<file path="src/hw/rtl/link_token_flow_control_core_macros.svh">
// assertion macros for the link token flow control core
`ifndef LINK_TOKEN_FLOW_CONTROL_CORE_MACROS_SVH
`define LINK_TOKEN_FLOW_CONTROL_CORE_MACROS_SVH

// same-cycle implication, checked outside reset
`define LFC_ASSERT_IMP(lbl, ante, cons, msg) \
    lbl: assert property (@(posedge i_clk) disable iff (!i_rst_n) (ante) |-> (cons)) \
        else $error(msg);

// next-cycle implication, checked outside reset
`define LFC_ASSERT_NXT(lbl, ante, cons, msg) \
    lbl: assert property (@(posedge i_clk) disable iff (!i_rst_n) (ante) |=> (cons)) \
        else $error(msg);

`endif

</file>
<file path="src/hw/rtl/lfc_pkg.sv">
// types and constants of the link token flow control block
package lfc_pkg;

    localparam int MODE_W      = 2;
    localparam int KIND_W      = 2;
    localparam int FLITS_W     = 5;
    localparam int RX_RET_W    = 10;
    localparam int RET_W       = 10;
    localparam int GAP_W       = 11;
    localparam int FT_W        = 10;
    localparam int OUT_CNT_W   = 10;
    localparam int PROD_W      = FLITS_W + FT_W;
    localparam int FRAC_W      = 4;
    localparam int CFG_IDX_W   = 1;
    localparam int CFG_DATA_W  = 10;
    localparam int IN_TDATA_W  = 24;
    localparam int OUT_TDATA_W = 48;

    localparam logic [FT_W-1:0] FT_RESET = FT_W'(16);

    // item kind on the input side
    typedef enum logic [MODE_W-1:0] {
        MODE_SEND    = 2'd0,
        MODE_RECV    = 2'd1,
        MODE_EXTRACT = 2'd2,
        MODE_IDLE    = 2'd3
    } t_mode;

    // what went out in a send slot
    typedef enum logic [KIND_W-1:0] {
        KIND_DATA   = 2'd0,
        KIND_RETURN = 2'd1,
        KIND_NULL   = 2'd2,
        KIND_NONE   = 2'd3
    } t_slot_kind;

    // configuration register indexes
    typedef enum logic [CFG_IDX_W-1:0] {
        CFG_HOST_MODE = 1'd0,
        CFG_FLIT_TIME = 1'd1
    } t_cfg_reg;

    typedef struct packed {
        t_mode                mode;
        logic                 head_valid;
        logic [FLITS_W-1:0]   head_flits;
        logic [RX_RET_W-1:0]  rx_return_count;
        logic [FLITS_W-1:0]   extracted_flits;
    } t_in_item;

    typedef struct packed {
        t_slot_kind           slot_kind;
        logic                 pop_head;
        logic [RET_W-1:0]     return_count;
        logic [GAP_W-1:0]     slot_gap;
        logic [OUT_CNT_W-1:0] tokens_now;
        logic [OUT_CNT_W-1:0] unreturned_now;
    } t_result;

endpackage

</file>
<file path="src/hw/rtl/lfc_step_logic.sv">
// slot decision, token return and counter update for one item
module lfc_step_logic import lfc_pkg::*; #(
    parameter int CNT_W = 10
) (
    input  logic             i_host_mode,
    input  logic [FT_W-1:0]  i_flit_time,
    input  logic [CNT_W-1:0] i_tokens,
    input  logic [CNT_W-1:0] i_unret,
    input  t_in_item         i_item,
    output t_result          o_result,
    output logic [CNT_W-1:0] o_tokens_nxt,
    output logic [CNT_W-1:0] o_unret_nxt
);

    localparam int CMP_W    = (CNT_W > FLITS_W) ? CNT_W : FLITS_W;
    localparam int EXT_SUM_W = CMP_W + 1;
    localparam int RX_SUM_W  = ((CNT_W > RX_RET_W) ? CNT_W : RX_RET_W) + 1;
    localparam logic [CNT_W-1:0] CNT_MAX = {CNT_W{1'b1}};

    logic [CNT_W-1:0]     top_pow;
    logic                 data_ok;
    logic [CMP_W-1:0]     tok_left;
    logic [RX_SUM_W-1:0]  rx_sum;
    logic [EXT_SUM_W-1:0] ext_sum;
    logic [CNT_W-1:0]     tok_sat;
    logic [CNT_W-1:0]     unret_sat;
    logic [FLITS_W-1:0]   gap_flits;
    logic [PROD_W-1:0]    gap_prod;
    logic [PROD_W-1:0]    gap_round;
    logic [GAP_W-1:0]     gap_val;

    // highest set bit of the unreturned count
    always_comb begin
        top_pow = '0;
        for (int i = 0; i < CNT_W; i++) begin
            if (i_unret[i]) begin
                top_pow    = '0;
                top_pow[i] = 1'b1;
            end
        end
    end

    // data packet fits in the remaining tokens
    assign data_ok  = i_item.head_valid &&
                      (CMP_W'(i_tokens) >= CMP_W'(i_item.head_flits));
    assign tok_left = CMP_W'(i_tokens) - CMP_W'(i_item.head_flits);

    // saturating counter additions
    assign rx_sum    = RX_SUM_W'(i_tokens) + RX_SUM_W'(i_item.rx_return_count);
    assign tok_sat   = (rx_sum > RX_SUM_W'(CNT_MAX)) ? CNT_MAX : rx_sum[CNT_W-1:0];
    assign ext_sum   = EXT_SUM_W'(i_unret) + EXT_SUM_W'(i_item.extracted_flits);
    assign unret_sat = (ext_sum > EXT_SUM_W'(CNT_MAX)) ? CNT_MAX : ext_sum[CNT_W-1:0];

    // slot gap in whole cycles, rounded up from the q4 flit time
    assign gap_flits = data_ok ? i_item.head_flits : FLITS_W'(1);
    assign gap_prod  = PROD_W'(gap_flits) * PROD_W'(i_flit_time);
    assign gap_round = gap_prod + PROD_W'(15);
    assign gap_val   = GAP_W'(gap_round[PROD_W-1:FRAC_W]);

    // packet choice and next counters
    always_comb begin
        o_tokens_nxt          = i_tokens;
        o_unret_nxt           = i_unret;
        o_result.slot_kind    = KIND_NONE;
        o_result.pop_head     = 1'b0;
        o_result.return_count = '0;
        o_result.slot_gap     = '0;
        case (i_item.mode)
            MODE_SEND: begin
                if (data_ok) begin
                    o_result.slot_kind    = KIND_DATA;
                    o_result.pop_head     = 1'b1;
                    o_result.return_count = RET_W'(top_pow);
                    o_result.slot_gap     = gap_val;
                    o_unret_nxt           = i_unret - top_pow;
                    if (!i_host_mode) begin
                        o_tokens_nxt = tok_left[CNT_W-1:0];
                    end
                end else if (i_unret != '0) begin
                    o_result.slot_kind    = KIND_RETURN;
                    o_result.return_count = RET_W'(top_pow);
                    o_result.slot_gap     = i_host_mode ? gap_val : '0;
                    o_unret_nxt           = i_unret - top_pow;
                end else begin
                    o_result.slot_kind = KIND_NULL;
                    o_result.slot_gap  = gap_val;
                end
            end
            MODE_RECV:    o_tokens_nxt = tok_sat;
            MODE_EXTRACT: o_unret_nxt  = unret_sat;
            default:      ;
        endcase
        o_result.tokens_now     = OUT_CNT_W'(o_tokens_nxt);
        o_result.unreturned_now = OUT_CNT_W'(o_unret_nxt);
    end

endmodule

</file>
<file path="src/hw/rtl/link_token_flow_control_core.sv">
// Link token flow control: credit counting with piggybacked token return.
// One item is taken every cycle while the result stream does not stall; the
// item is held in the input register and its result in the result register;
// slot decision and counter update are combinational between them, so the
// token counters are updated once per item in arrival order. Mode 0 items
// are send slots, mode 1 items credit received return tokens, mode 2 items
// count locally extracted flits, mode 3 is idle; every item gives exactly
// one result. Counters are COUNTER_WIDTH bits and saturate. Configuration
// writes take effect at once and are meant for idle periods.
module link_token_flow_control_core import lfc_pkg::*; #(
    parameter int COUNTER_WIDTH = 10
) (
    input  logic                   i_clk,
    input  logic                   i_rst_n,
    // configuration: 0 host link mode, 1 flit time in q4 cycles
    input  logic                   i_cfg_we,
    input  logic [CFG_IDX_W-1:0]   i_cfg_index,
    input  logic [CFG_DATA_W-1:0]  i_cfg_wdata,
    // input item stream
    input  logic                   s_axis_tvalid,
    output logic                   s_axis_tready,
    // head_valid[0], head_flits[5:1], rx_return_count[15:6], extracted_flits[20:16]
    input  logic [IN_TDATA_W-1:0]  s_axis_tdata,
    // mode[1:0]
    input  logic [MODE_W-1:0]      s_axis_tuser,
    // result item stream
    output logic                   m_axis_tvalid,
    input  logic                   m_axis_tready,
    // pop_head[0], return_count[10:1], slot_gap[21:11], tokens_now[31:22],
    // unreturned_now[41:32]
    output logic [OUT_TDATA_W-1:0] m_axis_tdata,
    // slot_kind[1:0]
    output logic [KIND_W-1:0]      m_axis_tuser
);

    `include "link_token_flow_control_core_macros.svh"

    logic                     r_in_vld;
    t_in_item                 r_in;
    logic                     r_out_vld;
    t_result                  r_out;
    logic [COUNTER_WIDTH-1:0] r_tokens;
    logic [COUNTER_WIDTH-1:0] r_unret;
    logic                     r_host;
    logic [FT_W-1:0]          r_ft;

    t_in_item                 s_item;
    t_result                  w_result;
    logic [COUNTER_WIDTH-1:0] n_tokens;
    logic [COUNTER_WIDTH-1:0] n_unret;
    logic                     w_out_free;
    logic                     w_adv;

    // unpack the input item
    assign s_item.mode            = t_mode'(s_axis_tuser);
    assign s_item.head_valid      = s_axis_tdata[0];
    assign s_item.head_flits      = s_axis_tdata[5:1];
    assign s_item.rx_return_count = s_axis_tdata[15:6];
    assign s_item.extracted_flits = s_axis_tdata[20:16];

    // pipeline flow: result register frees up when taken
    assign w_out_free    = !r_out_vld || m_axis_tready;
    assign w_adv         = r_in_vld && w_out_free;
    assign s_axis_tready = i_rst_n && (!r_in_vld || w_adv);

    lfc_step_logic #(
        .CNT_W (COUNTER_WIDTH)
    ) u_step (
        .i_host_mode  (r_host),
        .i_flit_time  (r_ft),
        .i_tokens     (r_tokens),
        .i_unret      (r_unret),
        .i_item       (r_in),
        .o_result     (w_result),
        .o_tokens_nxt (n_tokens),
        .o_unret_nxt  (n_unret)
    );

    // input register
    always_ff @(posedge i_clk) begin
        if (!i_rst_n) begin
            r_in_vld <= 1'b0;
        end else if (s_axis_tready) begin
            r_in_vld <= s_axis_tvalid;
        end
    end

    always_ff @(posedge i_clk) begin
        if (s_axis_tvalid && s_axis_tready) begin
            r_in <= s_item;
        end
    end

    // result register and counter state
    always_ff @(posedge i_clk) begin
        if (!i_rst_n) begin
            r_out_vld <= 1'b0;
            r_tokens  <= '0;
            r_unret   <= '0;
        end else if (w_adv) begin
            r_out_vld <= 1'b1;
            r_tokens  <= n_tokens;
            r_unret   <= n_unret;
        end else if (m_axis_tready) begin
            r_out_vld <= 1'b0;
        end
    end

    always_ff @(posedge i_clk) begin
        if (w_adv) begin
            r_out <= w_result;
        end
    end

    // configuration registers
    always_ff @(posedge i_clk) begin
        if (!i_rst_n) begin
            r_host <= 1'b0;
            r_ft   <= FT_RESET;
        end else if (i_cfg_we) begin
            case (t_cfg_reg'(i_cfg_index))
                CFG_HOST_MODE: r_host <= i_cfg_wdata[0];
                CFG_FLIT_TIME: r_ft   <= i_cfg_wdata[FT_W-1:0];
                default:       ;
            endcase
        end
    end

    // pack the result item
    assign m_axis_tvalid = r_out_vld;
    assign m_axis_tuser  = r_out.slot_kind;
    assign m_axis_tdata  = {6'd0, r_out.unreturned_now, r_out.tokens_now,
                            r_out.slot_gap, r_out.return_count, r_out.pop_head};

    // checks
    `LFC_ASSERT_IMP(a_none_fields_zero,
        r_out_vld && r_out.slot_kind == KIND_NONE,
        !r_out.pop_head && r_out.return_count == '0 && r_out.slot_gap == '0,
        "no-slot result carries packet fields")
    `LFC_ASSERT_IMP(a_pop_only_data, r_out_vld,
        r_out.pop_head == (r_out.slot_kind == KIND_DATA),
        "pop_head disagrees with slot kind")
    `LFC_ASSERT_IMP(a_return_pow2, r_out_vld, $onehot0(r_out.return_count),
        "return count is not a power of two")
    `LFC_ASSERT_NXT(a_counters_hold, !w_adv,
        $stable(r_tokens) && $stable(r_unret),
        "counters changed without an item")
    `LFC_ASSERT_NXT(a_return_drains, w_adv && w_result.slot_kind == KIND_RETURN,
        r_unret < $past(r_unret),
        "token return left unreturned count unchanged")

endmodule
</file>
<file path="config.mk">
export PLATFORM = sky130hd
export DESIGN_NAME = link_token_flow_control_core
export DESIGN_NICKNAME = d
export VERILOG_FILES = /design/src/hw/rtl/lfc_pkg.sv /design/src/hw/rtl/lfc_step_logic.sv /design/src/hw/rtl/link_token_flow_control_core.sv
export VERILOG_INCLUDE_DIRS = /design/src /design/src/hw/rtl
export SDC_FILE = /design/constraint.sdc
export NUM_CORES = 1
export LEC_CHECK = 0
export BUFFER_PORTS_ARGS = -buffer_cell sky130_fd_sc_hd__buf_2
export CAP_MARGIN = 10
export CORE_AREA = 4 4 113 115
export DETAILED_ROUTE_END_ITERATION = 10
export DIE_AREA = 0 0 117 119
export PLACE_DENSITY = 0.87
export SETUP_SLACK_MARGIN = 0.2
export SYNTH_ARGS = -nofsm -noshare
export SYNTH_HDL_FRONTEND = slang
export SYNTH_SLANG_ARGS = --single-unit
</file>
<file path="constraint.sdc">
create_clock -name i_clk -period 17.6 [get_ports i_clk]
set_input_delay 0.88 -clock i_clk [delete_from_list [all_inputs] [get_ports i_clk]]
set_output_delay 0.88 -clock i_clk [all_outputs]
set_load 0.02 [all_outputs]
</file>
==> out/qor.yml <==
synth_warnings: 0
grt_pass1_wl_mm: 24.4
synth-main-ff-cell: "edfxtp_1"
synthTopCellsByArea: "edfxtp_1 29%, dfxtp_1 9.5%, ha_1 9.3%"
p_leak_nw: 3.46
cts_buffers: 9
syn2layout_area_growth_pct: 11.1
holdPathEnd: "r_ft[8]"
cts-resized-gates: 0
peakVddDrop_uv: 42.6
cellPowerDensity_mw_per_mm2: 76.9
rsz0062_at_grt: "false"
path_cells: "ha_1 > inv_1 > fa_1 > a211oi_1 > or2_2 > a21oi_4 > nand2b_1 > and2_1 > ha_1 > fa_1 > inv_1 > fa_1 > inv_1 > ha_1 > a21o_1 > a21o_1 > and4_1 > nor3_1 > o21ai_0 > xnor2_1 > nor2_1"
cp.required_ns: 17.65
min_period_ns: 6.45
hold_viol: 0
io_pins: 94
worst_path_max_delay_cell: "a21oi_4"
path_buf_inv: 3
hold_buffers: 0
portBuffers: 84
setup_viol: 0
antenna_found_initial: 0
cts_root_buf: "clkbuf_16"
reg2reg_to: "m_axis_tdata[21]"
ctsLongestPathBuffers: 2
cts_tree: "done"
outcome: "complete, no violations"
clock_latency_ns: 0.35
fin_crit_sh_pct: 36.6
fin_setup_tns_ns: 0
wl_per_cell_um: 15.5
first_global_vias: 5131
cts_setup_buffers: 0
vias_per_cell: 5.75
drv_slew: 0
hold_path_class: "reg -> reg"
cp.depth: 21
vias: 5455
syn_avg_cell_area_um2: 9.68
drt_pass1_iterations: 6
yosysUniqueCellTypes: 77
dpl.hpwl_mm: 11.0
fill_cells: 924
fin_skew_ns: 0.0110
crit_path_max_incr_delay_ns: 0.61
synth_cells: 721
slew_headroom_pct: 27.2
worst_setup_path_end_kind: "flip-flop"
layout-drive-gt1-share_pct: 14.9
routed_wl_mm: 14.7
layout_setup_ws_ns: 11.15
syn_area_mm2: 0.00698
yosys.area.top_type_share_pct: 28.8
drv_cap: 0
reg2reg_from: "r_in[15]"
whs_path_depth: 2
synth-edff-count: 67
die_h_um: 119
ys_ff_latch: 100
grt_max_degree: 69
crit_arrival_ns: 6.49
post-route-util_pct: 65.7
track_usage_pct: 21.6
hold_ws_ns: 0.522
tightest_slew_ns: 1.09
cp-start-kind: "flip-flop"
post-route-drc-count: 0
initial_core_util_pct: 59.1
crit_family: "adder cells"
core_mm2: 0.0118
dieArea_mm2: 0.0139
die_x_um: 117
htree_levels: 3
place_congestion: 0.899
r2r_slack_ns: 11.15
finalNetCount: 921
synth_area_leader_cell: "edfxtp_1"
critical_path_class: "reg -> reg"
cts_sinks: 100
overflow: 0
row_count: 40
ant_nets: 0
fmax_mhz: 155
async_flop_share_pct: 0
diodes: 0
yosysSeqAreaShare_pct: 38.3
hold_start: "r_ft[8]"
r2r_cells: 21
post-place-ws_ns: 11.24
drt_iter0_drc: 438
cp_max_fo: 34
clkTransAtPathRegs_ns: 0.07
## synth_stat cells (all sizes together) (14+ instances only)
library cell,number
a21oi,45
inv,77
fa,31
ha,52
xnor2,17
nor3,16
nor2,54
edfxtp,67
dfxtp,33
nand2,60
and2,14
o21ai,42
and3,28
clkbuf,18
a21o,15
## worst max-delay path by stage
stage	start	endpoint	slack (ns)
3_5_place_dp	r_in[15]	m_axis_tdata[21]	11.24
6_report	r_in[15]	m_axis_tdata[21]	11.15
2_1_floorplan	r_in[16]	m_axis_tdata[21]	12.00
3_3_place_gp	r_in[15]	m_axis_tdata[21]	11.38
5_1_grt	r_in[16]	m_axis_tdata[21]	10.81
4_1_cts	r_in[15]	m_axis_tdata[21]	11.22
## flip-flops by register name, indices dropped and copies added, names as in the netlist
register / cells
r_host: 1
r_unret: 10
m_axis_tdata: 42
r_in_vld: 1
r_ft: 10
r_in: 23
m_axis_tvalid: 1
r_tokens: 10
m_axis_tuser: 2
## report_power, final
group	switching (W)	leakage [nW]	total, W	internal [W]
Clock	0.0000886	0.127	0.000186	0.0000972
Combinational	0.0000823	2.42	0.000135	0.0000526
Sequential	0.0000113	0.910	0.000276	0.000265
## metrics by stage
step	instances	area (µm²)	power, W
final	948	7760	0.000597
after global routing	948	7760	0.000626
after CTS	948	7760	0.000599
after detailed placement	932	7480	0.000414
after global placement	932	7480	0.000409
after floorplan	726	7000	0.000382
## layer usage
metal	share of wire [%]	track usage (%)	vias up	wire length, µm
li1	-	-	2697	-
met1	46	30.7	2545	6710
met2	45	33.0	181	6650
met3	6.6	3.76	32	969
met4	2.2	7.89	0	326
met5	0	0	-	0
## worst min-delay path: stages (launching register included)
cell and delay, ns:
dfxtp_1 0.35, nand2_1 0.07, a21oi_1 0.05
## cell families after synthesis
logic type,after synthesis,synth area share [%]
other,1,0.0537
AND/OR/NAND/NOR,231,17.4
flip-flops,100,38.3
AO/OA/AOI/OAI,174,16.5
XOR/XNOR,27,3.39
buffers and inverters,104,6.04
multiplexers,1,0.143
adder cells (fa/ha/maj),83,18.2
## layout make-up
cell class | instances | area (µm²) | area share (%)
Sequential cell | 100 | 2670 | 34.4
Timing Repair Buffer | 85 | 428 | 5.51
Tap cell | 147 | 184 | 2.37
Inverter | 78 | 293 | 3.77
Clock buffer | 10 | 229 | 2.95
Multi-Input combinational cell | 522 | 3910 | 50.3
Clock inverter | 6 | 47.5 | 0.613
## placed cells by master, fill, tap and decap left out, types with 14 or more instances in the layout
cell,n
fa_1,31
and3_1,28
and2_1,14
a21o_1,15
nor2_1,51
dfxtp_1,33
xnor2_1,17
a21oi_1,44
nor3_1,15
edfxtp_1,67
buf_2,84
nand2_1,59
inv_1,76
ha_1,52
o21ai_0,40
Note: power is estimated with default switching activity, not from simulation.
